### src/rtl/polyphonic_voice_allocator_top_defines.svh
// Assertion macros used by the voice allocator top level.
`ifndef POLYPHONIC_VOICE_ALLOCATOR_TOP_DEFINES_SVH
`define POLYPHONIC_VOICE_ALLOCATOR_TOP_DEFINES_SVH

// Same-cycle implication, clocked on clk, off while in reset.
`define PVA_ASSERT(lbl, ante, cons, msg) \
  lbl: assert property (@(posedge clk) disable iff (!rst_n) (ante) |-> (cons)) \
    else $error(msg);

// Next-cycle implication, clocked on clk, off while in reset.
`define PVA_ASSERT_NXT(lbl, ante, cons, msg) \
  lbl: assert property (@(posedge clk) disable iff (!rst_n) (ante) |=> (cons)) \
    else $error(msg);

`endif

### src/rtl/pva_pkg.sv
// Shared constants, codes and control structs of the voice allocator.
`timescale 1ns / 1ps
package pva_pkg;

  localparam int POOL_A_VOICES_DEF = 6;
  localparam int POOL_B_VOICES_DEF = 6;
  localparam int POOL_C_VOICES_DEF = 18;

  localparam int KEY_W    = 7;
  localparam int VEL_W    = 7;
  localparam int TGT_W    = 3;
  localparam int VOICE_W  = 5;
  localparam int ST_W     = 3;
  localparam int ACT_W    = 8;
  localparam int MASK_A_W = 6;
  localparam int MASK_B_W = 6;
  localparam int MASK_C_W = 18;
  localparam int CFG_IW   = 2;
  localparam int CFG_DW   = 18;

  // result status codes
  localparam logic [ST_W-1:0] ST_IGNORED   = 3'd0;
  localparam logic [ST_W-1:0] ST_SET       = 3'd1;
  localparam logic [ST_W-1:0] ST_NO_FREE   = 3'd2;
  localparam logic [ST_W-1:0] ST_NOT_FOUND = 3'd3;
  localparam logic [ST_W-1:0] ST_MIDI      = 3'd4;

  // targets
  localparam logic [TGT_W-1:0] TGT_MIDI = 3'd0;
  localparam logic [TGT_W-1:0] TGT_A    = 3'd1;
  localparam logic [TGT_W-1:0] TGT_B    = 3'd2;
  localparam logic [TGT_W-1:0] TGT_C    = 3'd3;
  localparam logic [TGT_W-1:0] TGT_ALT  = 3'd4;

  // activity counters
  localparam logic [2:0] CTR_MIDI     = 3'd0;
  localparam logic [2:0] CTR_MIDI_ALT = 3'd1;
  localparam logic [2:0] CTR_A        = 3'd2;
  localparam logic [2:0] CTR_B        = 3'd3;
  localparam logic [2:0] CTR_C        = 3'd4;
  localparam int         NUM_CTR      = 5;

  // configuration register indexes
  localparam logic [CFG_IW-1:0] REG_MASK_A = 2'd0;
  localparam logic [CFG_IW-1:0] REG_MASK_B = 2'd1;
  localparam logic [CFG_IW-1:0] REG_MASK_C = 2'd2;
  localparam logic [CFG_IW-1:0] REG_TWIN   = 2'd3;

  typedef struct packed {
    logic load;   // capture the input beat
    logic step;   // examine one voice
    logic apply;  // commit state, fill the result register
  } pva_cmd_t;

  typedef struct packed {
    logic direct; // no voice search needed
    logic hit;    // voice under the scan index matches
    logic last;   // scan index is on the pool's last voice
  } pva_sts_t;

endpackage

### src/rtl/pva_if.sv
// Valid/ready stream interfaces for note events and results.
`timescale 1ns / 1ps
interface pva_in_if;
  logic                     valid;
  logic                     ready;
  logic                     action;
  logic [pva_pkg::TGT_W-1:0]   target;
  logic [pva_pkg::VOICE_W-1:0] fixed_voice;
  logic [pva_pkg::KEY_W-1:0]   key;
  logic [pva_pkg::VEL_W-1:0]   velocity;
  logic                     alt_select;
  logic                     beat_event;

  modport source (output valid, action, target, fixed_voice, key, velocity, alt_select,
                  beat_event, input ready);
  modport sink   (input valid, action, target, fixed_voice, key, velocity, alt_select,
                  beat_event, output ready);
endinterface

interface pva_out_if;
  logic                        valid;
  logic                        ready;
  logic [pva_pkg::ST_W-1:0]    status;
  logic [pva_pkg::VOICE_W-1:0] voice;
  logic [pva_pkg::KEY_W-1:0]   out_key;
  logic [pva_pkg::VEL_W-1:0]   out_velocity;
  logic                        alt_port;
  logic                        twin_copy;
  logic [pva_pkg::ACT_W-1:0]   activity;

  modport source (output valid, status, voice, out_key, out_velocity, alt_port, twin_copy,
                  activity, input ready);
  modport sink   (input valid, status, voice, out_key, out_velocity, alt_port, twin_copy,
                  activity, output ready);
endinterface

### src/rtl/pva_ctrl.sv
// Sequencer: capture, voice scan, commit and result handoff.
`timescale 1ns / 1ps
module pva_ctrl (
  input  logic              clk,
  input  logic              rst_n,
  input  logic              in_valid,
  output logic              in_ready,
  output logic              out_valid,
  input  logic              out_ready,
  input  pva_pkg::pva_sts_t sts,
  output pva_pkg::pva_cmd_t cmd
);
  import pva_pkg::*;

  localparam logic [1:0] S_IDLE  = 2'd0;
  localparam logic [1:0] S_SCAN  = 2'd1;
  localparam logic [1:0] S_APPLY = 2'd2;

  logic [1:0] state_r, state_nxt;
  logic       out_valid_r, out_valid_nxt;
  logic       slot_free;

  assign slot_free = !out_valid_r || out_ready;

  always_comb begin
    state_nxt     = state_r;
    out_valid_nxt = out_valid_r && !out_ready;
    cmd           = '0;
    in_ready      = 1'b0;
    unique case (state_r)
      S_IDLE: begin
        in_ready = 1'b1;
        if (in_valid) begin
          cmd.load  = 1'b1;
          state_nxt = S_SCAN;
        end
      end
      S_SCAN: begin
        if (sts.direct || sts.hit || sts.last) begin
          state_nxt = S_APPLY;
        end
        cmd.step = !sts.direct;
      end
      S_APPLY: begin
        if (slot_free) begin
          cmd.apply     = 1'b1;
          out_valid_nxt = 1'b1;
          state_nxt     = S_IDLE;
        end
      end
      default: state_nxt = S_IDLE;
    endcase
  end

  always_ff @(posedge clk) begin
    if (!rst_n) begin
      state_r     <= S_IDLE;
      out_valid_r <= 1'b0;
    end else begin
      state_r     <= state_nxt;
      out_valid_r <= out_valid_nxt;
    end
  end

  assign out_valid = out_valid_r;

endmodule

### src/rtl/pva_dp.sv
// Datapath: voice pools, reserve masks, activity counters and result register.
`timescale 1ns / 1ps
module pva_dp #(
  parameter int POOL_A_VOICES = pva_pkg::POOL_A_VOICES_DEF,
  parameter int POOL_B_VOICES = pva_pkg::POOL_B_VOICES_DEF,
  parameter int POOL_C_VOICES = pva_pkg::POOL_C_VOICES_DEF
) (
  input  logic                        clk,
  input  logic                        rst_n,
  input  logic                        cfg_we,
  input  logic [pva_pkg::CFG_IW-1:0]  cfg_idx,
  input  logic [pva_pkg::CFG_DW-1:0]  cfg_data,
  input  logic                        in_action,
  input  logic [pva_pkg::TGT_W-1:0]   in_target,
  input  logic [pva_pkg::VOICE_W-1:0] in_fixed_voice,
  input  logic [pva_pkg::KEY_W-1:0]   in_key,
  input  logic [pva_pkg::VEL_W-1:0]   in_velocity,
  input  logic                        in_alt_select,
  input  logic                        in_beat_event,
  input  pva_pkg::pva_cmd_t           cmd,
  output pva_pkg::pva_sts_t           sts,
  output logic [pva_pkg::ST_W-1:0]    out_status,
  output logic [pva_pkg::VOICE_W-1:0] out_voice,
  output logic [pva_pkg::KEY_W-1:0]   out_key,
  output logic [pva_pkg::VEL_W-1:0]   out_velocity,
  output logic                        out_alt_port,
  output logic                        out_twin_copy,
  output logic [pva_pkg::ACT_W-1:0]   out_activity
);
  import pva_pkg::*;

  localparam int AWA = (POOL_A_VOICES > 1) ? $clog2(POOL_A_VOICES) : 1;
  localparam int AWB = (POOL_B_VOICES > 1) ? $clog2(POOL_B_VOICES) : 1;
  localparam int AWC = (POOL_C_VOICES > 1) ? $clog2(POOL_C_VOICES) : 1;
  localparam logic [5:0] NA = 6'(POOL_A_VOICES);
  localparam logic [5:0] NB = 6'(POOL_B_VOICES);
  localparam logic [5:0] NC = 6'(POOL_C_VOICES);

  // configuration
  logic [MASK_A_W-1:0] mask_a_r;
  logic [MASK_B_W-1:0] mask_b_r;
  logic [MASK_C_W-1:0] mask_c_r;
  logic                twin_r;

  // state
  logic [KEY_W-1:0] pool_a_r [POOL_A_VOICES];
  logic [KEY_W-1:0] pool_b_r [POOL_B_VOICES];
  logic [KEY_W-1:0] pool_c_r [POOL_C_VOICES];
  logic [ACT_W-1:0] act_r    [NUM_CTR];

  // captured beat
  logic               on_r, alt_r, ign_r, midi_r, direct_r, hit_r;
  logic [TGT_W-1:0]   tgt_r;
  logic [VOICE_W-1:0] fv_r, cnt_r, vidx_r;
  logic [KEY_W-1:0]   key_r;
  logic [VEL_W-1:0]   vel_r;

  // result register
  logic [ST_W-1:0]    st_r;
  logic [VOICE_W-1:0] voice_r;
  logic [KEY_W-1:0]   okey_r;
  logic [VEL_W-1:0]   ovel_r;
  logic               altp_r, twinc_r;
  logic [ACT_W-1:0]   actv_r;

  function automatic logic [5:0] pool_size(input logic [TGT_W-1:0] t);
    logic [5:0] n;
    n = 6'd1;
    case (t)
      TGT_A:   n = NA;
      TGT_B:   n = NB;
      TGT_C:   n = NC;
      default: n = 6'd1;
    endcase
    return n;
  endfunction

  // capture-time decode
  logic in_ign, in_midi, in_fixed;
  assign in_ign   = (in_action && in_key == '0) || (in_target > TGT_ALT);
  assign in_midi  = (in_target == TGT_MIDI) || (in_target == TGT_ALT);
  // beat note-on uses fixed_voice on every pool, beat note-off only on pool A
  assign in_fixed = in_beat_event && (in_action || in_target == TGT_A);

  // scan compare
  logic [5:0]       n_sel;
  logic [31:0]      res_vec;
  logic [KEY_W-1:0] note_sel;
  logic             hit_now;

  always_comb begin
    n_sel    = pool_size(tgt_r);
    res_vec  = '0;
    note_sel = '0;
    case (tgt_r)
      TGT_A: begin
        res_vec  = 32'(mask_a_r);
        note_sel = pool_a_r[cnt_r[AWA-1:0]];
      end
      TGT_B: begin
        res_vec  = 32'(mask_b_r);
        note_sel = pool_b_r[cnt_r[AWB-1:0]];
      end
      TGT_C: begin
        res_vec  = 32'(mask_c_r);
        note_sel = pool_c_r[cnt_r[AWC-1:0]];
      end
      default: ;
    endcase
    hit_now = on_r ? (!res_vec[cnt_r] && note_sel == '0)
                   : (key_r != '0 && note_sel == key_r);
  end

  assign sts.direct = direct_r;
  assign sts.hit    = hit_now;
  assign sts.last   = ({1'b0, cnt_r} == (n_sel - 6'd1));

  // commit logic
  logic [2:0]       ctr_idx;
  logic [ACT_W-1:0] cur, inc, dec1, dec2, act_new;
  logic [ST_W-1:0]  st_nxt;
  logic [VOICE_W-1:0] voice_nxt;
  logic             altp_nxt, twinc_nxt, act_we, pool_we;

  always_comb begin
    case (tgt_r)
      TGT_A:   ctr_idx = CTR_A;
      TGT_B:   ctr_idx = CTR_B;
      TGT_C:   ctr_idx = CTR_C;
      default: ctr_idx = alt_r ? CTR_MIDI_ALT : CTR_MIDI;
    endcase
    cur  = act_r[ctr_idx];
    inc  = cur + 8'd1;
    dec1 = (cur != '0)   ? cur - 8'd1 : '0;
    dec2 = (cur > 8'd1)  ? cur - 8'd2 : '0;

    st_nxt    = ST_IGNORED;
    voice_nxt = '0;
    altp_nxt  = 1'b0;
    twinc_nxt = 1'b0;
    act_new   = cur;
    act_we    = 1'b0;
    pool_we   = 1'b0;
    if (ign_r) begin
      act_new = '0;
    end else if (midi_r) begin
      st_nxt    = ST_MIDI;
      voice_nxt = fv_r;
      altp_nxt  = (tgt_r == TGT_ALT) || alt_r;
      twinc_nxt = twin_r;
      act_new   = on_r ? inc : (twin_r ? dec2 : dec1);
      act_we    = 1'b1;
    end else begin
      act_we    = 1'b1;
      pool_we   = hit_r;
      voice_nxt = hit_r ? vidx_r : '0;
      if (on_r) begin
        act_new = inc;
        st_nxt  = hit_r ? ST_SET : ST_NO_FREE;
      end else begin
        act_new = hit_r ? dec1 : cur;
        st_nxt  = hit_r ? ST_SET : ST_NOT_FOUND;
      end
    end
  end

  // configuration writes
  always_ff @(posedge clk) begin
    if (!rst_n) begin
      mask_a_r <= '0;
      mask_b_r <= '0;
      mask_c_r <= '0;
      twin_r   <= 1'b0;
    end else if (cfg_we) begin
      unique case (cfg_idx)
        REG_MASK_A: mask_a_r <= cfg_data[MASK_A_W-1:0];
        REG_MASK_B: mask_b_r <= cfg_data[MASK_B_W-1:0];
        REG_MASK_C: mask_c_r <= cfg_data[MASK_C_W-1:0];
        REG_TWIN:   twin_r   <= cfg_data[0];
        default: ;
      endcase
    end
  end

  // capture and scan
  always_ff @(posedge clk) begin
    if (cmd.load) begin
      on_r     <= in_action;
      tgt_r    <= in_target;
      fv_r     <= in_fixed_voice;
      key_r    <= in_key;
      vel_r    <= in_velocity;
      alt_r    <= in_alt_select;
      ign_r    <= in_ign;
      midi_r   <= in_midi;
      direct_r <= in_ign || in_midi || in_fixed;
      hit_r    <= in_fixed && ({1'b0, in_fixed_voice} < pool_size(in_target));
      vidx_r   <= in_fixed_voice;
      cnt_r    <= '0;
    end else if (cmd.step) begin
      if (hit_now) begin
        hit_r  <= 1'b1;
        vidx_r <= cnt_r;
      end else begin
        cnt_r  <= cnt_r + 5'd1;
      end
    end
  end

  // pools and counters
  always_ff @(posedge clk) begin
    if (!rst_n) begin
      for (int i = 0; i < POOL_A_VOICES; i++) pool_a_r[i] <= '0;
      for (int i = 0; i < POOL_B_VOICES; i++) pool_b_r[i] <= '0;
      for (int i = 0; i < POOL_C_VOICES; i++) pool_c_r[i] <= '0;
      for (int i = 0; i < NUM_CTR; i++)       act_r[i]    <= '0;
    end else if (cmd.apply) begin
      if (act_we) act_r[ctr_idx] <= act_new;
      if (pool_we) begin
        case (tgt_r)
          TGT_A:   pool_a_r[vidx_r[AWA-1:0]] <= on_r ? key_r : '0;
          TGT_B:   pool_b_r[vidx_r[AWB-1:0]] <= on_r ? key_r : '0;
          TGT_C:   pool_c_r[vidx_r[AWC-1:0]] <= on_r ? key_r : '0;
          default: ;
        endcase
      end
    end
  end

  // result register
  always_ff @(posedge clk) begin
    if (cmd.apply) begin
      st_r    <= st_nxt;
      voice_r <= voice_nxt;
      okey_r  <= ign_r ? '0 : key_r;
      ovel_r  <= ign_r ? '0 : vel_r;
      altp_r  <= altp_nxt;
      twinc_r <= twinc_nxt;
      actv_r  <= act_new;
    end
  end

  assign out_status    = st_r;
  assign out_voice     = voice_r;
  assign out_key       = okey_r;
  assign out_velocity  = ovel_r;
  assign out_alt_port  = altp_r;
  assign out_twin_copy = twinc_r;
  assign out_activity  = actv_r;

endmodule

### src/rtl/polyphonic_voice_allocator_top.sv
// Top level of the polyphonic voice allocator.
`timescale 1ns / 1ps
// Usage:
//   in_ch  - note events (action, target, fixed_voice, key, velocity,
//            alt_select, beat_event); a beat moves on valid && ready.
//   out_ch - one result beat per event (status, voice, out_key,
//            out_velocity, alt_port, twin_copy, activity).
//   cfg_*  - write-only registers: 0/1/2 reserve masks of pools A/B/C,
//            3 twin link. Write only while no event is in flight.
// One event at a time. MIDI, ignored and beat note-on events (and beat
// note-offs on pool A) skip the pool search. A pool search visits one
// voice per cycle and visits at most the pool size (18 voices for pool C).
// in_ch.ready returns in the cycle the result turns valid, so the next
// event is accepted only after the previous one has committed.
// Reset clears all pools (every voice free), counters, configuration registers and the sequencer state at once.
// A stalled result waits in the output register; the block still takes the
// next event and searches, and holds its commit until the register frees.
module polyphonic_voice_allocator_top #(
  parameter int POOL_A_VOICES = pva_pkg::POOL_A_VOICES_DEF,
  parameter int POOL_B_VOICES = pva_pkg::POOL_B_VOICES_DEF,
  parameter int POOL_C_VOICES = pva_pkg::POOL_C_VOICES_DEF
) (
  input  logic                       clk,
  input  logic                       rst_n,
  input  logic                       cfg_we,
  input  logic [pva_pkg::CFG_IW-1:0] cfg_idx,
  input  logic [pva_pkg::CFG_DW-1:0] cfg_data,
  pva_in_if.sink                     in_ch,
  pva_out_if.source                  out_ch
);
  import pva_pkg::*;
  `include "polyphonic_voice_allocator_top_defines.svh"

  pva_cmd_t cmd;
  pva_sts_t sts;

  pva_ctrl u_ctrl (
    .clk       (clk),
    .rst_n     (rst_n),
    .in_valid  (in_ch.valid),
    .in_ready  (in_ch.ready),
    .out_valid (out_ch.valid),
    .out_ready (out_ch.ready),
    .sts       (sts),
    .cmd       (cmd)
  );

  pva_dp #(
    .POOL_A_VOICES (POOL_A_VOICES),
    .POOL_B_VOICES (POOL_B_VOICES),
    .POOL_C_VOICES (POOL_C_VOICES)
  ) u_dp (
    .clk            (clk),
    .rst_n          (rst_n),
    .cfg_we         (cfg_we),
    .cfg_idx        (cfg_idx),
    .cfg_data       (cfg_data),
    .in_action      (in_ch.action),
    .in_target      (in_ch.target),
    .in_fixed_voice (in_ch.fixed_voice),
    .in_key         (in_ch.key),
    .in_velocity    (in_ch.velocity),
    .in_alt_select  (in_ch.alt_select),
    .in_beat_event  (in_ch.beat_event),
    .cmd            (cmd),
    .sts            (sts),
    .out_status     (out_ch.status),
    .out_voice      (out_ch.voice),
    .out_key        (out_ch.out_key),
    .out_velocity   (out_ch.out_velocity),
    .out_alt_port   (out_ch.alt_port),
    .out_twin_copy  (out_ch.twin_copy),
    .out_activity   (out_ch.activity)
  );

  `PVA_ASSERT(a_no_overwrite, cmd.apply, !out_ch.valid || out_ch.ready, "result overwritten")
  `PVA_ASSERT(a_cmd_excl, cmd.load, !cmd.apply && !cmd.step, "load overlaps commit or scan")
  `PVA_ASSERT_NXT(a_busy_after_accept, in_ch.valid && in_ch.ready, !in_ch.ready,
                  "accepted while busy")
  `PVA_ASSERT(a_ignored_clean, out_ch.valid && out_ch.status == ST_IGNORED,
              out_ch.voice == '0 && out_ch.activity == '0 && out_ch.out_key == '0,
              "ignored result not cleared")

endmodule

### src/flat_wrapper.sv
// flat-port wrapper written by rule: the top's interface ports become plain ports
module polyphonic_voice_allocator_top_flat import pva_pkg::*;
#(
  parameter int POOL_A_VOICES = pva_pkg::POOL_A_VOICES_DEF,
  parameter int POOL_B_VOICES = pva_pkg::POOL_B_VOICES_DEF,
  parameter int POOL_C_VOICES = pva_pkg::POOL_C_VOICES_DEF
)
  (clk, rst_n, cfg_we, cfg_idx, cfg_data, in_ch_valid, in_ch_action, in_ch_target, in_ch_fixed_voice, in_ch_key, in_ch_velocity, in_ch_alt_select, in_ch_beat_event, in_ch_ready, out_ch_valid, out_ch_status, out_ch_voice, out_ch_out_key, out_ch_out_velocity, out_ch_alt_port, out_ch_twin_copy, out_ch_activity, out_ch_ready);
  pva_in_if in_ch_i ();
  pva_out_if out_ch_i ();
  input  logic clk;
  input  logic rst_n;
  input  logic cfg_we;
  input  logic [pva_pkg::CFG_IW-1:0] cfg_idx;
  input  logic [pva_pkg::CFG_DW-1:0] cfg_data;
  input wire logic [$bits(in_ch_i.valid)-1:0] in_ch_valid;
  input wire logic [$bits(in_ch_i.action)-1:0] in_ch_action;
  input wire logic [$bits(in_ch_i.target)-1:0] in_ch_target;
  input wire logic [$bits(in_ch_i.fixed_voice)-1:0] in_ch_fixed_voice;
  input wire logic [$bits(in_ch_i.key)-1:0] in_ch_key;
  input wire logic [$bits(in_ch_i.velocity)-1:0] in_ch_velocity;
  input wire logic [$bits(in_ch_i.alt_select)-1:0] in_ch_alt_select;
  input wire logic [$bits(in_ch_i.beat_event)-1:0] in_ch_beat_event;
  output wire logic [$bits(in_ch_i.ready)-1:0] in_ch_ready;
  output wire logic [$bits(out_ch_i.valid)-1:0] out_ch_valid;
  output wire logic [$bits(out_ch_i.status)-1:0] out_ch_status;
  output wire logic [$bits(out_ch_i.voice)-1:0] out_ch_voice;
  output wire logic [$bits(out_ch_i.out_key)-1:0] out_ch_out_key;
  output wire logic [$bits(out_ch_i.out_velocity)-1:0] out_ch_out_velocity;
  output wire logic [$bits(out_ch_i.alt_port)-1:0] out_ch_alt_port;
  output wire logic [$bits(out_ch_i.twin_copy)-1:0] out_ch_twin_copy;
  output wire logic [$bits(out_ch_i.activity)-1:0] out_ch_activity;
  input wire logic [$bits(out_ch_i.ready)-1:0] out_ch_ready;
  assign in_ch_i.valid = in_ch_valid;
  assign in_ch_i.action = in_ch_action;
  assign in_ch_i.target = in_ch_target;
  assign in_ch_i.fixed_voice = in_ch_fixed_voice;
  assign in_ch_i.key = in_ch_key;
  assign in_ch_i.velocity = in_ch_velocity;
  assign in_ch_i.alt_select = in_ch_alt_select;
  assign in_ch_i.beat_event = in_ch_beat_event;
  assign in_ch_ready = in_ch_i.ready;
  assign out_ch_valid = out_ch_i.valid;
  assign out_ch_status = out_ch_i.status;
  assign out_ch_voice = out_ch_i.voice;
  assign out_ch_out_key = out_ch_i.out_key;
  assign out_ch_out_velocity = out_ch_i.out_velocity;
  assign out_ch_alt_port = out_ch_i.alt_port;
  assign out_ch_twin_copy = out_ch_i.twin_copy;
  assign out_ch_activity = out_ch_i.activity;
  assign out_ch_i.ready = out_ch_ready;
  polyphonic_voice_allocator_top #(.POOL_A_VOICES(POOL_A_VOICES), .POOL_B_VOICES(POOL_B_VOICES), .POOL_C_VOICES(POOL_C_VOICES)) u_core (.clk(clk), .rst_n(rst_n), .cfg_we(cfg_we), .cfg_idx(cfg_idx), .cfg_data(cfg_data), .in_ch(in_ch_i), .out_ch(out_ch_i));
endmodule
### config.mk
export PLATFORM = sky130hd
export DESIGN_NAME = polyphonic_voice_allocator_top_flat
export DESIGN_NICKNAME = d
export VERILOG_FILES = /design/src/rtl/pva_pkg.sv /design/src/rtl/pva_if.sv /design/src/rtl/pva_ctrl.sv /design/src/rtl/pva_dp.sv /design/src/rtl/polyphonic_voice_allocator_top.sv /design/src/flat_wrapper.sv
export VERILOG_INCLUDE_DIRS = /design/src /design/src/rtl
export SDC_FILE = /design/constraint.sdc
export NUM_CORES = 1
export LEC_CHECK = 0
export BUFFER_PORTS_ARGS = -buffer_cell sky130_fd_sc_hd__clkbuf_2
export CELL_PAD_IN_SITES_DETAIL_PLACEMENT = 0
export CELL_PAD_IN_SITES_GLOBAL_PLACEMENT = 2
export CORE_ASPECT_RATIO = 1.1
export CORE_MARGIN = 4
export CORE_UTILIZATION = 48
export DETAILED_ROUTE_END_ITERATION = 12
export GPL_TIMING_DRIVEN = 0
export PLACE_DENSITY = 0.91
export RECOVER_POWER = 100
export SLEW_MARGIN = 20
export SYNTH_ARGS = -nofsm -noshare
export SYNTH_HDL_FRONTEND = slang
export SYNTH_SLANG_ARGS = --single-unit
### constraint.sdc
create_clock -name clk -period 9.7 [get_ports clk]
set_input_delay 1.94 -clock clk [delete_from_list [all_inputs] [get_ports clk]]
set_output_delay 1.94 -clock clk [all_outputs]
set_load 0.01 [all_outputs]
Word-level counts from Yosys, hierarchy flattened. Memories as Yosys holds them, arrays and structs flattened. A register that Yosys moved wholly into a read port is not among the register bits. Index checks and enable logic that the tools add are counted.

$add $sub $neg: 5. Magnitude comparators: 4. Eq/ne operators: 18. Mux-type cells: 83. Bitwise logic cells: 2. Reductions and logical operators: 43.

Operators with widths (count): 8-bit two-way mux (9); 18-bit one-hot mux with 3 select lines (1); 1-bit two-way mux (40); 5-bit two-way mux (8); 7-bit two-way mux (4); 3-bit two-way mux (8); 7-bit one-hot mux with 3 select lines (1); 7-bit OR reduction (3); 5-bit one-hot mux with 2 select lines (2); 7-bit zero test (2); 3-bit by 2-bit == test with 1-bit output (second input constant) (4); 2-bit two-way mux (6); 2-bit AND reduction (6); 1-bit logical OR (9); 3-bit one-hot mux with 3 select lines (1); 8-bit by 1-bit adder with 8-bit output (second input constant) (1); 8-bit by 1-bit greater-than comparator with 1-bit output (second input constant) (1); 8-bit nonzero test (1); 2-bit OR reduction (4); 8-bit OR reduction (1); 8-bit by 1-bit subtractor with 8-bit output (second input constant) (1); 8-bit by 2-bit subtractor with 8-bit output (second input constant) (1); 7-bit == test (1); 7-bit nonzero test (1); 21 further kinds (39).

Register bits after elaboration: 104. Bits in writable memories: 250. Bits of input ports: 50. Output and inout bits: 34. Memories: 4.

Memories: u_core.u_dp.pool_c_r (words 18, bits a word 7, read ports 1, clocked after memory_dff 1, wr ports 18, line pva_dp.sv:48) `logic [KEY_W-1:0] pool_c_r [POOL_C_VOICES];`; u_core.u_dp.pool_a_r (words 6, bits a word 7, read ports 1, clocked after memory_dff 1, wr ports 6, line pva_dp.sv:46) `logic [KEY_W-1:0] pool_a_r [POOL_A_VOICES];`; u_core.u_dp.pool_b_r (words 6, bits a word 7, read ports 1, clocked after memory_dff 1, wr ports 6, line pva_dp.sv:47) `logic [KEY_W-1:0] pool_b_r [POOL_B_VOICES];`; u_core.u_dp.act_r (words 5, bits a word 8, read ports 1, clocked after memory_dff 0, wr ports 5, line pva_dp.sv:49) `logic [ACT_W-1:0] act_r [NUM_CTR];`.

Logic depth before layout (Yosys ltp). Gate-level depths: netlist (run 1).

Word-level depth: 11. Gate-level depth with buffers: 14.

Modules after synthesis. Synthesis (run 1) repeated with hierarchy kept, for this count alone.

Cells, all modules: 1586. Area total of the unflattened synthesis: 21670.8 um2.

By module, submodules not included: pva_dp (times used 1, cells each 1569, area each 21523.1 um2, sequential area each 14063.5 um2); pva_ctrl (times used 1, cells each 17, area each 147.6 um2, sequential area each 60.1 um2).

Worst setup path after synthesis (run 1). OpenSTA, ideal clock, no wires.

Path kind: input port to flip-flop. Start: in out_ch_ready. End: mem u_core.u_dp.pool_c_r[17][2], data pin. Setup time: 0.192 ns. Data arrival time: 5.381 ns. Path slack: 4.127 ns. Stages: 10. Cells stage by stage: nand2b_1 > nor2b_1 > nor2b_1 > clkbuf_1 > nand3_1 > nor2_1 > buf_2 > nand3_1 > clkbuf_1 > inv_1.

RTL lines: from (decl) (line flat_wrapper.sv:33) `input wire logic [$bits(out_ch_i.ready)-1:0] out_ch_ready;`; to (decl) (line pva_dp.sv:48).

==> summary.md, run 1 <==
| Metric | Value |
|---|---|
| All-layer global routing usage | `24.5%` |
| WL per Instance | `25.5 um` |
| Post-route minimum period | `6.91 ns` |
| Synthesized-area fraction occupied by ao, oa, aoi and oai cells | `6.08%` |
| Number of buffers added by the clock tree synthesis step | `47` |
| Via-to-Cell Ratio | `5.99` |
| Fraction of post-synthesis cell area in the top cell type by area | `61.2%` |
| Cells after Synth | `1,616` |
| Final sum of negative setup slack | `0 ns` |
| Number of setup buffers added after CTS | `0` |
| Largest fanout on the critical path | `22` |
| Achievable frequency | `145 MHz` |
| Via Count | `14,200` |
| Final Slew Violations | `7` |
| Half-perimeter wire length of the detailed placement result | `42.7 mm` |
| Placed Cells | `2,280` |
| Final layout net count | `1,809` |
| Die Span X | `210 um` |
| Via count of the first global-routing pass | `14,000` |
| Die H | `231 um` |
| Cell-internal power | `3.60 mW` |
| Number of primary I/O pins | `84` |
| Share of the synthesized netlist area taken by xor and xnor gates | `0.526%` |
| Overall die area | `48,500 sq um` |
| Share of layout cells above drive strength 1 | `13.1%` |
| Number of different library cells in the post-synthesis netlist | `83` |
| CTS Buffer Depth | `3` |
| Number of gates given a new drive strength after cts | `0` |
| Maximum ir drop on the vdd rail | `0.139 mV` |
| Tightest Hold Check Type | `flip-flop to flip-flop` |
| TritonCTS sink count | `485` |
| Transition at the pin with the smallest max-transition slack | `1.96 ns` |
| Number of maximum-capacitance constraint violations | `1` |
| Layout-stage area growth over the synthesis result | `12.0%` |
| CTS H-tree lvls | `2` |
| Setup-violating endpoint count in the final report | `0` |
| Critical path required time | `10.03 ns` |
| Net switching power | `1.15 mW` |
| Sequential power share | `50.0%` |
| Number of flops mapped to enable cells by yosys | `441` |
| Cell types occupying the most area after synthesis | `edfxtp_1, mux4_2, nor2_1, mux2i_1, dfxtp_1` |
| Sequential cell area fraction in the yosys report | `65.3%` |
| Combinational share of power | `10.0%` |
| Switching part of the total power | `24.2%` |
| Post-synth top area cell | `edfxtp_1` |
| Count of routing violations after the opening detailed-route iteration | `1,414` |
| Final core utilization | `54.4%` |
| First-pass iteration count of the detailed router | `5` |
| Crit share post-route | `71.2%` |
| Kind of critical path | `primary input to flip-flop` |
| Arithmetic-cell share of the synthesized area counting full adders, half adders and majority gates | `0.636%` |
| Library cell with the highest instance count after synthesis | `edfxtp_1` |
| Total Routed Length | `60.2 mm` |
| Global-route congestion overflow total | `0` |
| Leakage power of the design | `7.74 nW` |
| Latest clock arrival within the worst-skew pair | `0.60 ns` |
| TritonCTS clock tree | `built` |
| First-pass GRT wire length | `88.6 mm` |
| Clock Power Share | `40.0%` |
| Reg clk slew, reported paths | `0.06 ns` |
| Worst Setup End Kind | `flip-flop` |
| Synth top cells by count | `edfxtp_1, nor2_1, nand2_1` |
| Leading register cell type out of synthesis | `edfxtp_1` |
| Worst Skew | `0.0306 ns` |
| Non-filler instance count after layout | `2,365` |
| P per Cell Area | `196 nW/um^2` |
| Share of synthesized area spent on multiplexers | `11.6%` |
| Port bufs | `82` |
| Final hold violation count | `0` |
| CP arrival | `7.24 ns` |
| Core Box Area | `44,500 sq um` |
| Remaining max-slew budget at the tightest pin | `-33.9%` |
| Net Count, Synth | `1,677` |
| Final estimated routing congestion in global placement | `0.902` |
| Dominant combinational cell family by area after synthesis | `simple AND/OR/NAND/NOR gates` |
| Unrepaired setup endpoints after global routing | `no` |
| Post-synth design cell area | `21,600 sq um` |
| Fraction of registers with async set or reset after synthesis | `0%` |
| Outcome | `finished, violations left` |
| Synthesized area per cell | `13.4 sq um` |
| Antenna diode instance count | `0` |
| Hold buffers post-CTS | `0` |
| Maximum number of pins on one net before global-route repair | `34` |
| Antenna Nets Post-Route | `0` |
| Number of rows created at floorplan | `81` |
| Violations in the final reports | `max-capacitance violations, max-slew violations` |
| Initial antenna violation count | `0` |
| Count of warnings emitted by yosys | `0` |
| Synthesized flop and latch total | `485` |
| Final Hold Slack | `0.451 ns` |
| Type of element launching the critical path | `primary input` |
| Root buffer selected by CTS | `clkbuf_16` |
| Synthesized-area fraction occupied by and/or/nand/nor cells | `13.2%` |
| Number of DRC violations after detailed routing | `0` |
| Initial core utilization | `48.6%` |
## area by class of cell
class                   instances  area, sq um
clock inverters                38          412
plain buffers                  90          465
repair buffers                 83          350
well taps                     581          727
inverters                      30          113
fillers                      3668        20300
clock buffers                  47         1180
multi-input cells            1011         6860
flip-flops and latches        485        14100
## logic make-up after synthesis
logic type,Yosys count
AOI/OAI and AO/OA,175
xor gates and xnor gates,13
adders and majority gates,11
buffers and inverters,120
DFF,485
muxes,178
and+or+nand+nor,634
## routing by layer
metal  track usage (%)  vias to the layer above  share of wire, %
met5                 0                        -                 0
met4              8.57                        0               3.5
met3              3.67                      112               7.8
met2              40.6                      678                49
met1              33.4                     7083                40
li1                  -                     6303                 -
## placed cells by master (no fill, tap or decap), types with 6 or more instances in the layout
master      count
mux2_2         18
nor3b_1         7
nand3_1        29
clkinv_2       10
edfxtp_1      441
nand2_1       159
a21boi_0        6
mux2i_1       103
clkinvlp_4      6
nand2b_1       11
a221oi_1        8
ha_1           11
dfxtp_1        44
a22o_1          6
nand4_1        10
clkbuf_2       31
buf_2           9
nor2b_1        27
mux4_2         55
o21ai_0        19
a21oi_1        39
nand3b_1       14
clkbuf_1      112
clkbuf_16      47
buf_4           9
bufinv_16       8
clkinv_1       11
xor2_1         11
a22oi_1        31
buf_6          11
o22ai_1         9
inv_1          27
nor2_1        285
nor3_1         50
## stage by stage
step | area (sq um) | total power [mW] | setup slack [ns]
2_1_floorplan | 21600 | 2.72 | 4.13
3_3_place_gp | 22800 | 2.90 | 1.93
3_5_place_dp | 22800 | 2.91 | 3.65
4_1_cts | 24400 | 4.78 | 4.30
5_1_grt | 24200 | 4.90 | 2.29
6_report | 24200 | 4.75 | 2.79
## state kept, by name, summed over array words and instances, names as in the netlist, 2 cells and up, named ones only
signal and cells:
u_core.u_dp.key_r 7, u_core.u_dp.act_r 40, u_core.u_dp.mask_c_r 18, u_core.u_dp.out_activity 8
u_core.u_dp.mask_a_r 6, u_core.u_dp.tgt_r 3, u_core.u_dp.out_velocity 7, u_core.u_dp.fv_r 5
u_core.u_dp.cnt_r 5, u_core.u_dp.vel_r 7, u_core.u_dp.pool_a_r 56, u_core.u_dp.out_key 7
u_core.u_dp.out_voice 5, u_core.u_dp.vidx_r 5, u_core.u_dp.out_status 3, u_core.u_dp.pool_c_r 224
u_core.u_ctrl.state_r 2, u_core.u_dp.mask_b_r 6, u_core.u_dp.pool_b_r 56
## power groups by stage
stage / registers (mW) / clock network (mW) / logic, mW
3_5_place_dp: 2.42 / 0 / 0.487
5_1_grt: 2.38 / 2.01 / 0.508
6_report: 2.38 / 1.90 / 0.476
2_1_floorplan: 2.41 / 0 / 0.312
3_3_place_gp: 2.42 / 0 / 0.478
4_1_cts: 2.37 / 1.92 / 0.489
## worst paths after layout
path | to | startpoint | slack [ns] | depth (start not counted)
setup reg to reg | u_core.u_dp.act_r[0][6] | u_core.u_dp.tgt_r[1] | 3.36 | 14
hold reg to reg | u_core.u_dp.mask_c_r[16] | u_core.u_dp.mask_c_r[16] | 0.45 | 2
setup / recovery | u_core.u_dp.pool_c_r[21][5] | out_ch_ready | 2.79 | 12
hold / removal | u_core.u_dp.mask_c_r[16] | u_core.u_dp.mask_c_r[16] | 0.45 | 2
## critical path, stage by stage
cell,delay (ns)
clkbuf_2,0.07
nand2b_1,0.13
nor2b_1,0.81
clkbuf_1,1.05
nor2b_1,0.24
clkbuf_1,0.32
nand3_1,0.46
nor2_1,0.43
clkbuf_1,0.43
nand3_1,0.41
clkbuf_1,0.43
inv_1,0.48
(Power assumes the default switching activity.)
==> run 2, diff against run 1 <==
Settings changed: CORE_UTILIZATION 48 to 44, PLACE_DENSITY 0.91 to 0.85.
Clock period 9.7 ns to 7.1 ns, I/O delays scaled along.
==> run 2 against run 1 <==
Effect of this change: the run now ends clean; power increased by 33%; flip-flop and latch count is the same; non-clock buffer count did not move; setup slack got worse by 1.0 ns; first-iteration DRC count fell by 15%; highest routed layer unchanged.
==> summary.md, run 2 (synthesized netlist as in run 1, its figures left out) <==
| Metric | Value |
|---|---|
| Via count of the first global-routing pass | `14,200` |
| Number of DRC violations after detailed routing | `0` |
| Number of setup buffers added after CTS | `0` |
| Layout-stage area growth over the synthesis result | `11.9%` |
| Placed Cells | `2,344` |
| Setup-violating endpoint count in the final report | `0` |
| Cell-internal power | `4.76 mW` |
| Largest fanout on the critical path | `10` |
| Final core utilization | `50.2%` |
| First-pass iteration count of the detailed router | `7` |
| Clock Power Share | `38.1%` |
| Leakage power of the design | `7.70 nW` |
| Type of element launching the critical path | `flip-flop` |
| Initial core utilization | `44.8%` |
| Core Box Area | `48,200 sq um` |
| Via-to-Cell Ratio | `5.79` |
| Worst Skew | `0.0224 ns` |
| Via Count | `14,100` |
| Initial antenna violation count | `0` |
| Worst path bufs/invs | `3` |
| Maximum number of pins on one net before global-route repair | `34` |
| Transition at the pin with the smallest max-transition slack | `1.46 ns` |
| Regs by FF count | `u_core.u_dp.pool_c_r x224, u_core.u_dp.pool_a_r x56, u_core.u_dp.pool_b_r x56` |
| Number of primary I/O pins | `84` |
| Number of flip-flops under the largest register name | `224` |
| Port bufs | `82` |
| Switching part of the total power | `24.5%` |
| Number of gates given a new drive strength after cts | `0` |
| Root buffer selected by CTS | `clkbuf_16` |
| Tightest Hold Check Type | `flip-flop to flip-flop` |
| Net switching power | `1.55 mW` |
| Antenna diode instance count | `0` |
| CTS Buffer Depth | `3` |
| Antenna Nets Post-Route | `0` |
| Crit share post-route | `75.0%` |
| WL per Instance | `25.5 um` |
| Biggest cell delay along the critical path | `0.98 ns` |
| Final Slew Violations | `0` |
| Reg clk slew, reported paths | `0.06 ns` |
| Half-perimeter wire length of the detailed placement result | `44.2 mm` |
| Unrepaired setup endpoints after global routing | `no` |
| Register with the most flip-flops | `u_core.u_dp.pool_c_r` |
| Number of maximum-capacitance constraint violations | `0` |
| Final estimated routing congestion in global placement | `0.857` |
| Combinational share of power | `10.4%` |
| Most frequent cells in the layout | `edfxtp_1, nor2_1, nand2_1, clkbuf_1, mux2i_1` |
| TritonCTS clock tree | `built` |
| CP arrival | `5.62 ns` |
| Number of rows created at floorplan | `84` |
| Maximum ir drop on the vdd rail | `0.186 mV` |
| P per Cell Area | `260 nW/um^2` |
| Crit-path slowest cell | `a221oi_1` |
| Most common cell on crit path | `nor2_1` |
| Latest clock arrival within the worst-skew pair | `0.60 ns` |
| Critical path required time | `7.39 ns` |
| Achievable frequency | `188 MHz` |
| Die Span X | `219 um` |
| First-pass GRT wire length | `91.8 mm` |
| Global-route congestion overflow total | `0` |
| Final layout net count | `1,809` |
| Cell class contributing the biggest share of worst-path delay | `compound AO/OA/AOI/OAI gates` |
| Number of buffers added by the clock tree synthesis step | `47` |
| Share of layout cells above drive strength 1 | `12.8%` |
| Total Routed Length | `61.9 mm` |
| Post-route minimum period | `5.32 ns` |
| Chain of cells forming the critical path | `clkbuf_1 -> buf_2 -> nor2b_1 -> a22oi_1 -> nor2_1 -> a221oi_1 -> ha_1 -> nor2_1 -> inv_1 -> a31oi_1 -> a22o_4 -> a311oi_1 -> nor3_1` |
| TritonCTS sink count | `485` |
| Overall die area | `52,800 sq um` |
| Outcome | `complete, no violations` |
| Commonest non-fill, non-tap cell in the layout | `edfxtp_1` |
| Die H | `241 um` |
| Remaining max-slew budget at the tightest pin | `2.53%` |
| Non-filler instance count after layout | `2,429` |
| Count of routing violations after the opening detailed-route iteration | `1,200` |
| CTS H-tree lvls | `2` |
| All-layer global routing usage | `23.6%` |
| Sequential power share | `51.5%` |
| Kind of critical path | `flip-flop to flip-flop` |
| Worst Setup End Kind | `flip-flop` |
| Hold buffers post-CTS | `0` |
| Final hold violation count | `0` |
-- run 2: cell types whose count changed in the layout (fill, tap and decap cells not counted), sizes merged --
cell | before | now
clkbuf | 190 | 205
bufinv | 8 | 1
clkinvlp | 7 | 1
buf | 30 | 33
inv | 32 | 29
clkinv | 21 | 19
-- run 2: routing by layer --
metal | GRT usage [%] | wire [um] | vias up
met1 | 32.7 | 26000 | 7110
met3 | 3.58 | 4140 | 95
met5 | 0 | 0 | -
li1 | - | - | 6312
met4 | 5.96 | 1530 | 0
met2 | 39.4 | 30200 | 546
-- run 2: through the flow --
| stage | TNS (ns) | setup WS [ns] | power, mW | hold WS (ns) | instance area (sq um) |
|---|---|---|---|---|---|
| 6_report | 0 | 1.78 | 6.31 | 0.454 | 24200 |
| 5_1_grt | 0 | 1.35 | 6.51 | 0.472 | 24200 |
| 4_1_cts | 0 | 2.54 | 6.35 | 0.456 | 24300 |
| 3_5_place_dp | 0 | 1.91 | 3.97 | 0.446 | 22900 |
| 3_3_place_gp | -1.11 | -0.0544 | 3.96 | 0.440 | 22900 |
| 2_1_floorplan | 0 | 2.05 | 3.72 | 0.433 | 21600 |
-- run 2: power groups by stage --
stage / Combinational, mW / Sequential (mW) / Clock [mW]
floorplan: 0.426 / 3.29 / 0
global placement: 0.660 / 3.30 / 0
detailed placement: 0.669 / 3.31 / 0
CTS: 0.672 / 3.24 / 2.43
global route: 0.707 / 3.25 / 2.55
finish: 0.657 / 3.24 / 2.40
-- run 2: layout make-up --
class / count / area (sq um)
Tap cell: 645 / 807
Sequential cell: 485 / 14100
Timing Repair Buffer: 83 / 350
Inverter: 30 / 113
Buffer: 90 / 472
Multi-Input combinational cell: 1011 / 6880
Clock buffer: 65 / 1330
Clock inverter: 20 / 135
Fill cell: 4288 / 24000
-- run 2: worst paths after layout --
check / startpoint / end / slack, ns / cells past startpoint
max: u_core.u_dp.tgt_r[1] / u_core.u_dp.act_r[2][4] / 1.78 / 13
min: u_core.u_dp.mask_c_r[4] / u_core.u_dp.mask_c_r[4] / 0.45 / 2
max reg2reg: u_core.u_dp.tgt_r[1] / u_core.u_dp.act_r[2][4] / 1.78 / 13
min reg2reg: u_core.u_dp.mask_c_r[4] / u_core.u_dp.mask_c_r[4] / 0.45 / 2
-- run 2: worst register-to-register path: stages (launching register included) --
cell,delay [ns]
edfxtp_1,0.44
clkbuf_1,0.59
buf_2,0.37
nor2b_1,0.18
a22oi_1,0.17
nor2_1,0.06
a221oi_1,0.98
ha_1,0.44
nor2_1,0.09
inv_1,0.09
a31oi_1,0.26
a22o_4,0.34
a311oi_1,0.86
nor3_1,0.14
